## src/rtl/frac_pkg.sv

```systemverilog
// Package for the fraction reduction block: controller states and the command
// and status bundles that join the controller and the datapath. No dependencies.
`timescale 1ns / 1ps
`default_nettype none

package frac_pkg;

	typedef enum logic [2:0] {
		ST_IDLE,
		ST_EUC_CHECK,
		ST_EUC_WAIT,
		ST_DIVN_WAIT,
		ST_DIVD_WAIT,
		ST_FINISH
	} frac_state_t;

	// Which operands the shared divider works on.
	typedef enum logic [1:0] {
		DIV_EUCLID,
		DIV_NUM,
		DIV_DEN
	} div_sel_t;

	typedef struct packed {
		logic     load;
		logic     div_start;
		div_sel_t div_sel;
		logic     euclid_step;
		logic     capture_qn;
		logic     capture_qd;
		logic     out_write;
	} frac_cmd_t;

	typedef struct packed {
		logic b_zero;
		logic div_done;
		logic out_busy;
	} frac_sts_t;

endpackage

`default_nettype wire

```

## src/rtl/fraction_reduce_top.sv

```systemverilog
// A request takes E >= 1 Euclid remainder steps and then two final divisions; each step
// and both final divisions use one shared restoring divider that produces one quotient
// bit per cycle.
// One request is worked on at a time; a result may wait in the output register while
// the next request is worked on.
// Reset: arst_n clears the controller and the output valid flag asynchronously.
`timescale 1ns / 1ps
`default_nettype none

module fraction_reduce_top #(
	parameter int WORD_BITS = 32
) (
	input  wire logic clk,
	input  wire logic arst_n,
	// Request side.
	input  wire logic s_tvalid,
	output logic      s_tready,
	// tdata, lowest bit up: numerator_in, denominator_in, zero padding.
	input  wire logic [((2*WORD_BITS+7)/8)*8-1:0] s_tdata,
	// Result side.
	output logic      m_tvalid,
	input  wire logic m_tready,
	// tdata, lowest bit up: numerator_out, denominator_out, zero padding.
	output logic [((2*WORD_BITS-1+7)/8)*8-1:0] m_tdata
);

	localparam int W     = WORD_BITS;
	localparam int OUT_W = ((2*WORD_BITS-1+7)/8)*8;

	frac_pkg::frac_cmd_t cmd;
	frac_pkg::frac_sts_t sts;
	logic [W-1:0]        num_out;
	logic [W-2:0]        den_out;

	// The controller decides the order of Euclid steps and final divisions;
	// the datapath holds all operands and the output register.
	frac_ctrl u_ctrl (
		.clk      (clk),
		.arst_n   (arst_n),
		.in_valid (s_tvalid),
		.in_ready (s_tready),
		.sts      (sts),
		.cmd      (cmd)
	);

	frac_dp #(.W(W)) u_dp (
		.clk       (clk),
		.arst_n    (arst_n),
		.cmd       (cmd),
		.sts       (sts),
		.num_in    (s_tdata[W-1:0]),
		.den_in    (s_tdata[2*W-1:W]),
		.out_valid (m_tvalid),
		.out_ready (m_tready),
		.num_out   (num_out),
		.den_out   (den_out)
	);

	// Padding bits above the denominator are zero.
	assign m_tdata = OUT_W'({den_out, num_out});

	// The reduced denominator is never zero.
	a_den_nonzero: assert property (@(posedge clk) disable iff (!arst_n)
		m_tvalid |-> (m_tdata[2*W-2:W] != '0))
		else $error("reduced denominator is zero");

	// A zero numerator always comes out as 0/1.
	a_zero_num: assert property (@(posedge clk) disable iff (!arst_n)
		(m_tvalid && (m_tdata[W-1:0] == '0)) |-> (m_tdata[2*W-2:W] == (W-1)'(1)))
		else $error("zero numerator without unit denominator");

	// A new result is only loaded while the block is busy with a request.
	a_result_from_work: assert property (@(posedge clk) disable iff (!arst_n)
		$rose(m_tvalid) |-> $past(!s_tready))
		else $error("result appeared without a request in progress");

endmodule

`default_nettype wire

```

## src/rtl/frac_div.sv

```systemverilog
// Restoring unsigned divider for the fraction reduction block: one quotient
// bit per cycle. Stand-alone; no package dependencies.
`timescale 1ns / 1ps
`default_nettype none

module frac_div #(
	parameter int W = 32
) (
	input  wire logic         clk,
	input  wire logic         arst_n,
	input  wire logic         start,
	input  wire logic [W-1:0] dividend,
	input  wire logic [W-1:0] divisor,
	output logic              done,
	output logic [W-1:0]      quotient,
	output logic [W-1:0]      remainder
);

	localparam int CW = $clog2(W + 1);

	logic [W-1:0]  quo_q;
	logic [W-1:0]  rem_q;
	logic [W-1:0]  dvs_q;
	logic [CW-1:0] cnt_q;
	logic          busy_q;
	logic          done_q;

	logic [W:0]   rem_sh;
	logic [W:0]   diff;
	logic         ge;
	logic [W-1:0] rem_next;

	assign rem_sh   = {rem_q, quo_q[W-1]};
	assign diff     = rem_sh - {1'b0, dvs_q};
	assign ge       = rem_sh >= {1'b0, dvs_q};
	assign rem_next = ge ? diff[W-1:0] : rem_sh[W-1:0];

	always_ff @(posedge clk or negedge arst_n) begin
		if (!arst_n) begin
			busy_q <= 1'b0;
			done_q <= 1'b0;
			cnt_q  <= '0;
		end else begin
			done_q <= 1'b0;
			if (start) begin
				busy_q <= 1'b1;
				cnt_q  <= CW'(W);
			end else if (busy_q) begin
				cnt_q <= cnt_q - 1'b1;
				if (cnt_q == CW'(1)) begin
					busy_q <= 1'b0;
					done_q <= 1'b1;
				end
			end
		end
	end

	always_ff @(posedge clk) begin
		if (start) begin
			quo_q <= dividend;
			rem_q <= '0;
			dvs_q <= divisor;
		end else if (busy_q) begin
			quo_q <= {quo_q[W-2:0], ge};
			rem_q <= rem_next;
		end
	end

	assign done      = done_q;
	assign quotient  = quo_q;
	assign remainder = rem_q;

endmodule

`default_nettype wire

```

## src/rtl/frac_dp.sv

```systemverilog
// Datapath of the fraction reduction block: magnitudes, Euclid registers,
// quotients and the output register. Uses frac_pkg and frac_div.
`timescale 1ns / 1ps
`default_nettype none

module frac_dp #(
	parameter int W = 32
) (
	input  wire logic                clk,
	input  wire logic                arst_n,
	input  wire frac_pkg::frac_cmd_t cmd,
	output frac_pkg::frac_sts_t      sts,
	input  wire logic [W-1:0]        num_in,
	input  wire logic [W-1:0]        den_in,
	output logic                     out_valid,
	input  wire logic                out_ready,
	output logic [W-1:0]             num_out,
	output logic [W-2:0]             den_out
);

	localparam logic [W-1:0] MAXPOS = {1'b0, {(W-1){1'b1}}};

	logic [W-1:0] mn_q, md_q, a_q, b_q, qn_q, qd_q;
	logic         nneg_q, dneg_q;
	logic [W-1:0] num_q;
	logic [W-2:0] den_q;
	logic         valid_q;

	logic [W-1:0] mag_n, mag_d;
	logic [W-1:0] div_a, div_b;
	logic         div_done;
	logic [W-1:0] div_quo, div_rem;
	logic         neg;
	logic [W-1:0] num_next;
	logic [W-2:0] den_next;

	// Two's complement magnitude; the most negative value maps to 2^(W-1).
	assign mag_n = num_in[W-1] ? (~num_in + 1'b1) : num_in;
	assign mag_d = den_in[W-1] ? (~den_in + 1'b1) : den_in;

	// Euclid steps divide a by b; the final divisions divide by the gcd held in a.
	always_comb begin
		case (cmd.div_sel)
			frac_pkg::DIV_EUCLID: begin
				div_a = a_q;
				div_b = b_q;
			end
			frac_pkg::DIV_NUM: begin
				div_a = mn_q;
				div_b = a_q;
			end
			frac_pkg::DIV_DEN: begin
				div_a = md_q;
				div_b = a_q;
			end
			default: begin
				div_a = a_q;
				div_b = b_q;
			end
		endcase
	end

	frac_div #(.W(W)) u_div (
		.clk       (clk),
		.arst_n    (arst_n),
		.start     (cmd.div_start),
		.dividend  (div_a),
		.divisor   (div_b),
		.done      (div_done),
		.quotient  (div_quo),
		.remainder (div_rem)
	);

	always_ff @(posedge clk) begin
		if (cmd.load) begin
			mn_q   <= mag_n;
			nneg_q <= num_in[W-1];
			if (mag_d == '0) begin
				md_q   <= W'(1);
				b_q    <= W'(1);
				dneg_q <= 1'b0;
			end else begin
				md_q   <= mag_d;
				b_q    <= mag_d;
				dneg_q <= den_in[W-1];
			end
			a_q <= mag_n;
		end else if (cmd.euclid_step) begin
			a_q <= b_q;
			b_q <= div_rem;
		end
		if (cmd.capture_qn) begin
			qn_q <= div_quo;
		end
		if (cmd.capture_qd) begin
			qd_q <= div_quo;
		end
	end

	// Sign goes on the numerator; a zero numerator gets denominator 1; positive values saturate at the largest value.
	always_comb begin
		neg = (nneg_q != dneg_q) && (qn_q != '0);
		if (neg) begin
			num_next = ~qn_q + 1'b1;
		end else if (qn_q[W-1]) begin
			num_next = MAXPOS;
		end else begin
			num_next = qn_q;
		end
		if (qn_q == '0) begin
			den_next = (W-1)'(1);
		end else if (qd_q[W-1]) begin
			den_next = MAXPOS[W-2:0];
		end else begin
			den_next = qd_q[W-2:0];
		end
	end

	always_ff @(posedge clk or negedge arst_n) begin
		if (!arst_n) begin
			valid_q <= 1'b0;
		end else if (cmd.out_write) begin
			valid_q <= 1'b1;
		end else if (out_ready) begin
			valid_q <= 1'b0;
		end
	end

	always_ff @(posedge clk) begin
		if (cmd.out_write) begin
			num_q <= num_next;
			den_q <= den_next;
		end
	end

	assign out_valid    = valid_q;
	assign num_out      = num_q;
	assign den_out      = den_q;
	assign sts.b_zero   = (b_q == '0);
	assign sts.div_done = div_done;
	assign sts.out_busy = valid_q && !out_ready;

endmodule

`default_nettype wire

```

## src/rtl/frac_ctrl.sv

```systemverilog
// Controller of the fraction reduction block: sequences Euclid steps and the
// two final divisions on the shared divider. Uses frac_pkg.
`timescale 1ns / 1ps
`default_nettype none

module frac_ctrl (
	input  wire logic                clk,
	input  wire logic                arst_n,
	input  wire logic                in_valid,
	output logic                     in_ready,
	input  wire frac_pkg::frac_sts_t sts,
	output frac_pkg::frac_cmd_t      cmd
);

	frac_pkg::frac_state_t state_q, state_d;

	always_ff @(posedge clk or negedge arst_n) begin
		if (!arst_n) begin
			state_q <= frac_pkg::ST_IDLE;
		end else begin
			state_q <= state_d;
		end
	end

	always_comb begin
		state_d     = state_q;
		cmd         = '0;
		cmd.div_sel = frac_pkg::DIV_EUCLID;
		in_ready    = 1'b0;
		case (state_q)
			frac_pkg::ST_IDLE: begin
				in_ready = 1'b1;
				if (in_valid) begin
					cmd.load = 1'b1;
					state_d  = frac_pkg::ST_EUC_CHECK;
				end
			end
			frac_pkg::ST_EUC_CHECK: begin
				cmd.div_start = 1'b1;
				if (sts.b_zero) begin
					cmd.div_sel = frac_pkg::DIV_NUM;
					state_d     = frac_pkg::ST_DIVN_WAIT;
				end else begin
					state_d = frac_pkg::ST_EUC_WAIT;
				end
			end
			frac_pkg::ST_EUC_WAIT: begin
				if (sts.div_done) begin
					cmd.euclid_step = 1'b1;
					state_d         = frac_pkg::ST_EUC_CHECK;
				end
			end
			frac_pkg::ST_DIVN_WAIT: begin
				cmd.div_sel = frac_pkg::DIV_NUM;
				if (sts.div_done) begin
					cmd.capture_qn = 1'b1;
					cmd.div_start  = 1'b1;
					cmd.div_sel    = frac_pkg::DIV_DEN;
					state_d        = frac_pkg::ST_DIVD_WAIT;
				end
			end
			frac_pkg::ST_DIVD_WAIT: begin
				cmd.div_sel = frac_pkg::DIV_DEN;
				if (sts.div_done) begin
					cmd.capture_qd = 1'b1;
					state_d        = frac_pkg::ST_FINISH;
				end
			end
			frac_pkg::ST_FINISH: begin
				if (!sts.out_busy) begin
					cmd.out_write = 1'b1;
					state_d       = frac_pkg::ST_IDLE;
				end
			end
			default: begin
				state_d = frac_pkg::ST_IDLE;
			end
		endcase
	end

endmodule

`default_nettype wire

```

## config.mk

```make
export PLATFORM = sky130hd
export DESIGN_NAME = fraction_reduce_top
export DESIGN_NICKNAME = d
export VERILOG_FILES = /design/src/rtl/frac_pkg.sv /design/src/rtl/fraction_reduce_top.sv /design/src/rtl/frac_div.sv /design/src/rtl/frac_dp.sv /design/src/rtl/frac_ctrl.sv
export SDC_FILE = /design/constraint.sdc
export NUM_CORES = 1
export LEC_CHECK = 0
export BUFFER_PORTS_ARGS = -buffer_cell sky130_fd_sc_hd__clkbuf_2
export CORE_AREA = 2 2 208 210
export CTS_BUF_LIST = sky130_fd_sc_hd__clkbuf_16
export DETAILED_ROUTE_END_ITERATION = 16
export DIE_AREA = 0 0 210 212
export GPL_TIMING_DRIVEN = 0
export PLACE_DENSITY_LB_ADDON = 0.12
export SLEW_MARGIN = 15
export SYNTH_ARGS = -nofsm -noshare
export SYNTH_HDL_FRONTEND = slang
export SYNTH_SLANG_ARGS = --single-unit
```

## constraint.sdc

```tcl
create_clock -name clk -period 7.5 [get_ports clk]
set_input_delay 1.5 -clock clk [delete_from_list [all_inputs] [get_ports clk]]
set_output_delay 1.5 -clock clk [all_outputs]
set_load 0.02 [all_outputs]
```

# ---- Yosys cells after proc, flatten, opt, wreduce, memory -nomap -nowiden
# Index checks and enable logic that the tools add are counted.
dict set report word_totals {
  ff_bits 365
  input_bits 68
  output_inout_bits 66
  elab_cells 101
}
dict set report classes {
  n_addsub 5
  n_lt_le_gt_ge 1
  eq_ne 14
  mux 45
  bitwise_logic 3
  reduce_logical 14
}
# op count
set ops {}
lappend ops {{2-to-1 mux 32 bit} 12}
lappend ops {{adder 32 x 1 -> 32 bit (second input constant)} 3}
lappend ops {{zero test 32 bit} 3}
lappend ops {{NOT 32 bit} 3}
lappend ops {{one-hot mux 32 bit (2 select lines)} 1}
lappend ops {{2-to-1 mux 31 bit} 2}
lappend ops {{>= comparator 33 x 32 -> 1 bit} 1}
lappend ops {{nonzero test 32 bit} 1}
lappend ops {{subtractor 32 bit} 1}
lappend ops {{2-to-1 mux 1 bit} 19}
lappend ops {{2-to-1 mux 3 bit} 6}
lappend ops {{one-hot mux 3 bit (6 select lines)} 1}
lappend ops {{2-to-1 mux 6 bit} 2}
lappend ops {{equality test 3 x 2 -> 1 bit (second input constant)} 2}
lappend ops {{equality test 3 bit (second input constant)} 2}
lappend ops {{equality test 6 x 1 -> 1 bit (second input constant)} 1}
lappend ops {{!= test 2 x 1 -> 1 bit (second input constant)} 3}
lappend ops {{one-hot mux 2 bit (3 select lines)} 1}
lappend ops {{nonzero test 2 bit} 3}
lappend ops {{subtractor 6 x 1 -> 6 bit (second input constant)} 1}
lappend ops {{AND reduction 5 bit} 1}
lappend ops {{!= test 2 bit (second input constant)} 2}
lappend ops {{OR reduction 2 bit} 2}
lappend ops {{equality test 3 x 1 -> 1 bit (second input constant)} 1}
lappend ops {{7 further kinds} 8}

# ---- Logic depth before layout (Yosys ltp)
dict set report logic_depth {
  depth_word 6
  mapped_depth 14
  ltp_nobuf 12
}

# ---- Hierarchy
# Synthesis repeated with hierarchy kept, for this count alone.
dict set report hier_totals {
  cells_unflattened 1611
  hier_area_um2 18735.5
}
# module n_inst cells_per_inst area_each_um2 seq_area_each_um2
set modules_own_cells {}
lappend modules_own_cells {frac_dp 1 1017 12509.5 7742.4}
lappend modules_own_cells {frac_div 1 564 5957.0 2762.6}
lappend modules_own_cells {frac_ctrl 1 28 257.7 75.1}
lappend modules_own_cells {fraction_reduce_top 1 2 11.3 0.0}

# ---- Worst setup path before layout
# OpenSTA, ideal clock, no wires.
dict set report synth_timing {
  path_type {input to register}
  from {input s_tvalid}
  to {register u_dp.a_q[0], enable pin}
  setup_ns 0.565
  arrival_time_ns 5.910
  required_ns 6.935
  setup_slack_ns 1.026
  stages 2
  n_path_buf 0
  cell_sequence {mux2i_1 -> nor3_1}
}
dict set report synth_between {
  elab_chain_len 3
}
# item line
set synth_rtl {}
lappend synth_rtl {{start: declaration} fraction_reduce_top.sv:16} ;# input wire logic s_tvalid,
lappend synth_rtl {{2-to-1 mux 1 bit} frac_ctrl.sv:33} ;# if (in_valid) begin
lappend synth_rtl {{2-to-1 mux 1 bit} frac_ctrl.sv:30} ;# case (state_q)
lappend synth_rtl {{nonzero test 2 bit (no source line)} --}
lappend synth_rtl {{end signal: assignment} frac_dp.sv:87} ;# a_q <= mag_n;
lappend synth_rtl {{end signal: assignment} frac_dp.sv:89} ;# a_q <= b_q;
lappend synth_rtl {{end: declaration} frac_dp.sv:23} ;# logic [W-1:0] mn_q, md_q, a_q, b_q, qn_q, qd_q;
# Every way passes these cells.
# A chain may end at the register's enable or synchronous reset.

# ---- Worst setup path in the final report
dict set report layout_timing {
  from {register u_ctrl.state_q[0]}
  to {register u_dp.u_div.quo_q[27] (netlist: u_dp.u_div.quotient[27]) (data pin)}
}
dict set report layout_between {
  elab_chain_len 5
  elab_cells_between_ends 9
}
# item line
set layout_rtl {}
lappend layout_rtl {{start: declaration} frac_ctrl.sv:15} ;# frac_pkg::frac_state_t state_q, state_d;
lappend layout_rtl {{start signal: assignment} frac_ctrl.sv:19} ;# state_q <= frac_pkg::ST_IDLE;
lappend layout_rtl {{start signal: assignment} frac_ctrl.sv:21} ;# state_q <= state_d;
lappend layout_rtl {{equality test 3 bit, or another cell as far along} frac_ctrl.sv:30}
lappend layout_rtl {{one-hot mux 2 bit (3 select lines)} frac_ctrl.sv:30}
lappend layout_rtl {{equality test 2 bit or equality test 2 x 1 -> 1 bit (tied branches)} frac_dp.sv:43} ;# case (cmd.div_sel)
lappend layout_rtl {{one-hot mux 32 bit (2 select lines)} frac_dp.sv:43}
lappend layout_rtl {{2-to-1 mux 32 bit *} frac_div.sv:59} ;# if (start) begin
lappend layout_rtl {{end signal: assignment} frac_div.sv:60} ;# quo_q <= dividend;
lappend layout_rtl {{end signal: assignment} frac_div.sv:64} ;# quo_q <= {quo_q[W-2:0], ge};
lappend layout_rtl {{end: declaration} frac_div.sv:21} ;# logic [W-1:0] quo_q;
# Mark *: on every way between the ends. The rest lies on a longest branch, timed or not.

==> run_results.csv <==
group,metric,value,unit
logic_synthesis,seq_area_frac_synth,57.5,%
place,port-buffer-count,130,
power_and_ir_drop,p_leak,7.75,nW
detailed_routing,wl_per_cell,22.3,µm
setup_path,cpMaxStageDelayCell,"nor2b_1",
setup_path,crit_fanout,33,
clock_network,clock-sinks,365,
sta,period_minus_slack,4.67,ns
setup_path,worstSetupStartpointType,"register",
global_routing,grt_max_degree,42,
global_routing,grt-ovfl-total,0,
sta,tightest_slew,1.17,ns
floorplanning,die_area,44500,µm²
logic_synthesis,postSynthRegisterBits,365,
setup_path,crit_type,"register to register",
logic_synthesis,synthArstFlopShare,3.29,%
logic_synthesis,synthFlopType,"edfxtp_1",
clock_network,ctsHoldBuffers,0,
final_layout,area_delta_synth_final,14.4,%
logic_synthesis,yosys-top-cells-area,"edfxtp_1 (52%), mux2_2 (5.2%), nor2_1 (4.0%)",
clock_network,htree_num_levels,2,
power_and_ir_drop,vdd_drop_max,0.000172,V
global_routing,grt_use_total,24.1,%
sta,clock_skew,0.0222,ns
clock_network,cts_tree,"built",
global_routing,grt_pass1_vias,12921,
floorplanning,num_io_pins,134,
logic_synthesis,syn_inst,1636,
sta,fmax,0.214,GHz
sta,finalSetupTns,0,ns
clock_network,post_cts_buffers,0,
logic_synthesis,syn-num-nets,1744,
clock_network,clock_latency,0.56,ns
detailed_routing,viasPerCell,5.59,
sta,hold_slack,0.488,ns
sta,relSlewSlack,21.8,%
floorplanning,core-area,42500,µm²
detailed_routing,drtIter0Drc,1185,
floorplanning,placementRows,76,
floorplanning,die_y,212,µm
clock_network,cts.clk_slew.worst_paths,0.06,ns
min_path,min_path_type,"register to register",
detailed_routing,finalWirelength,53300,µm
logic_synthesis,synth_edf_count,321,
detailed_routing,dr.pass1.iters,5,
clock_network,max-clock-path-buffers,3,
clock_network,cts_resized,0,
logic_synthesis,syn-cell-area,18400,µm²
clock_network,cts-root-buf,"clkbuf_16",
detailed_routing,vias,13364,
sta,slew_viol_final,0,
global_routing,antenna_found_initial,1,
final_layout,finalNonFillerCells,2391,
sta,hold_viol,0,
power_and_ir_drop,powerDensity,357,nW/µm²
global_routing,grt_pass1_wl,79700,µm
sta,rsz0062_at_grt,"false",
clock_network,numCtsBuffers,39,
flow_run,maxCapViolations,0,
power_and_ir_drop,power,7.51,mW
detailed_routing,drc,0,
logic_synthesis,synth.avg_cell_area,11.2,µm²
setup_path,crit_chain,"clkbuf_1, nor2b_1, nand3_1, inv_2, nor2_1, ha_1, clkbuf_1, clkbuf_1, buf_1, nor2_1, a21oi_1, o21ai_0",
place,hpwlAfterDp,40900,µm
setup_path,cp-end-kind,"register",
setup_path,max_stage_delay,0.58,ns
final_layout,drive_gt1_share,17.6,%
logic_synthesis,synth.distinct_cells,73,
final_layout,final_util,49.5,%
logic_synthesis,synth_top_cell_area_share,52.4,%
final_layout,nets,1926,
setup_path,path_common_cell,"clkbuf_1",
setup_path,cp.arrival,4.95,ns
status,status,"finished, final reports clean",
place,place_congestion,0.901,
sta,fin_crit_sh,62.3,%
setup_path,required,7.78,ns
logic_synthesis,yosysTopAreaCell,"edfxtp_1",
floorplanning,initial_utilization,43.3,%
sta,setup-violations-final,0,
place,dp_cells,2323,
floorplanning,die_x,210,µm
logic_synthesis,ys.warnings.count,0,
detailed_routing,antenna_left,0,
## kinds of logic (layout without fill, tap and decap cells)
family	after synthesis	count (layout)	synth area share [%]
flops	365	365	57.5
simple gates	487	487	12.5
fa+ha+maj	40	40	2.76
xor+xnor	94	94	4.52
buf+inv	147	355	3.11
mux	111	111	6.65
other cells	1	2	0.0204
compound gates	391	391	12.9
## sequential cells by signal, indices dropped and copies added (netlist names)
| register | flops |
|---|---|
| u_dp.a_q | 32 |
| u_dp.b_q | 32 |
| u_dp.md_q | 32 |
| u_dp.mn_q | 32 |
| u_dp.num_out | 32 |
| u_dp.qd_q | 32 |
| u_dp.qn_q | 32 |
| u_dp.u_div.dvs_q | 32 |
| u_dp.u_div.quotient | 32 |
| u_dp.u_div.remainder | 32 |
| u_dp.den_out | 31 |
| u_dp.u_div.cnt_q | 6 |
| u_ctrl.state_q | 3 |
| u_dp.dneg_q | 1 |
| u_dp.nneg_q | 1 |
| u_dp.out_valid | 1 |
| u_dp.u_div.busy_q | 1 |
| u_dp.u_div.done | 1 |
## path summary, 6_finish.rpt
check,slack [ns],to,cells past startpoint,from
setup / recovery,2.83,u_dp.u_div.quotient[27],12,u_ctrl.state_q[0]
hold / removal,0.49,u_dp.qn_q[15],0,u_dp.u_div.quotient[15]
setup reg to reg,2.83,u_dp.u_div.quotient[27],12,u_ctrl.state_q[0]
hold reg to reg,0.49,u_dp.qn_q[15],0,u_dp.u_div.quotient[15]
max in group asynchronous,6.42,u_dp.u_div.cnt_q[3],1,arst_n
min in group asynchronous,0.84,u_dp.u_div.busy_q,1,arst_n
## synthesized netlist by cell type (17+ instances only)
master,n
ha_1,39
nor3_1,31
dfxtp_1,32
o21ai_0,123
nand2_1,119
edfxtp_1,321
mux2i_1,25
or3_1,17
clkbuf_1,67
nor2_1,197
mux2_2,85
xor2_1,32
a22oi_1,32
a21oi_1,128
a21o_1,20
nor4_1,19
inv_1,65
xnor2_1,61
## worst max-delay path, delay by kind of cell, from the launching register on
family          cells  cell delay (ns)
compound gates      2             0.40
fa+ha+maj           1             0.34
buf+inv             5             2.25
flops               1             0.32
simple gates        4             1.05
## report_power, final
part	internal, mW	leakage (nW)	switching [mW]
clock network	0.995	0.603	0.778
logic	1.05	3.82	1.70
registers	2.69	3.33	0.294
total	4.73	7.75	2.77
## routing by layer
metal | track usage (%) | vias up | part of all wire [%]
li1 | - | 6403 | -
met1 | 32.2 | 6395 | 44
met2 | 37.6 | 438 | 45
met3 | 4.33 | 128 | 5.5
met4 | 13.2 | 0 | 5.8
met5 | 0 | - | 0
## placed cells by master, fill, tap and decap left out, types with 11 or more instances in the layout
master / Yosys / routed
o21ai_0: 123 / 123
ha_1: 39 / 39
mux2_2: 85 / 85
nand3_1: 16 / 16
edfxtp_1: 321 / 321
a22oi_1: 32 / 32
dfxtp_1: 32 / 32
a21o_1: 20 / 20
clkbuf_2: 1 / 131
nor2_1: 197 / 196
a21oi_1: 128 / 128
nor4_1: 19 / 19
nand2_1: 119 / 119
mux2i_1: 25 / 25
nand2b_1: 13 / 13
a31oi_1: 11 / 11
xor2_1: 32 / 32
clkbuf_1: 67 / 66
clkbuf_16: 0 / 40
nor3_1: 31 / 30
xnor2_1: 61 / 61
or2_2: 14 / 14
dfrtp_1: 12 / 12
or3_1: 17 / 17
o31ai_1: 12 / 12
inv_1: 65 / 73
## through the flow
stage / setup WS, ns / cell area, µm²
floorplan: 1.03 / 18400
global placement: -2.00 / 19700
detailed placement: 2.39 / 19900
CTS: 2.88 / 21000
global route: 2.63 / 21000
finish: 2.83 / 21000
## final cells by class
type	count	area [µm²]
plain buffers	82	333
multi-input cells	1124	7250
well taps	546	683
diodes	1	2.50
clock inverters	27	150
repair buffers	141	795
flip-flops and latches	365	10600
fillers	3930	21500
inverters	65	244
clock buffers	40	1000
Power figures use the tool's default switching activity.
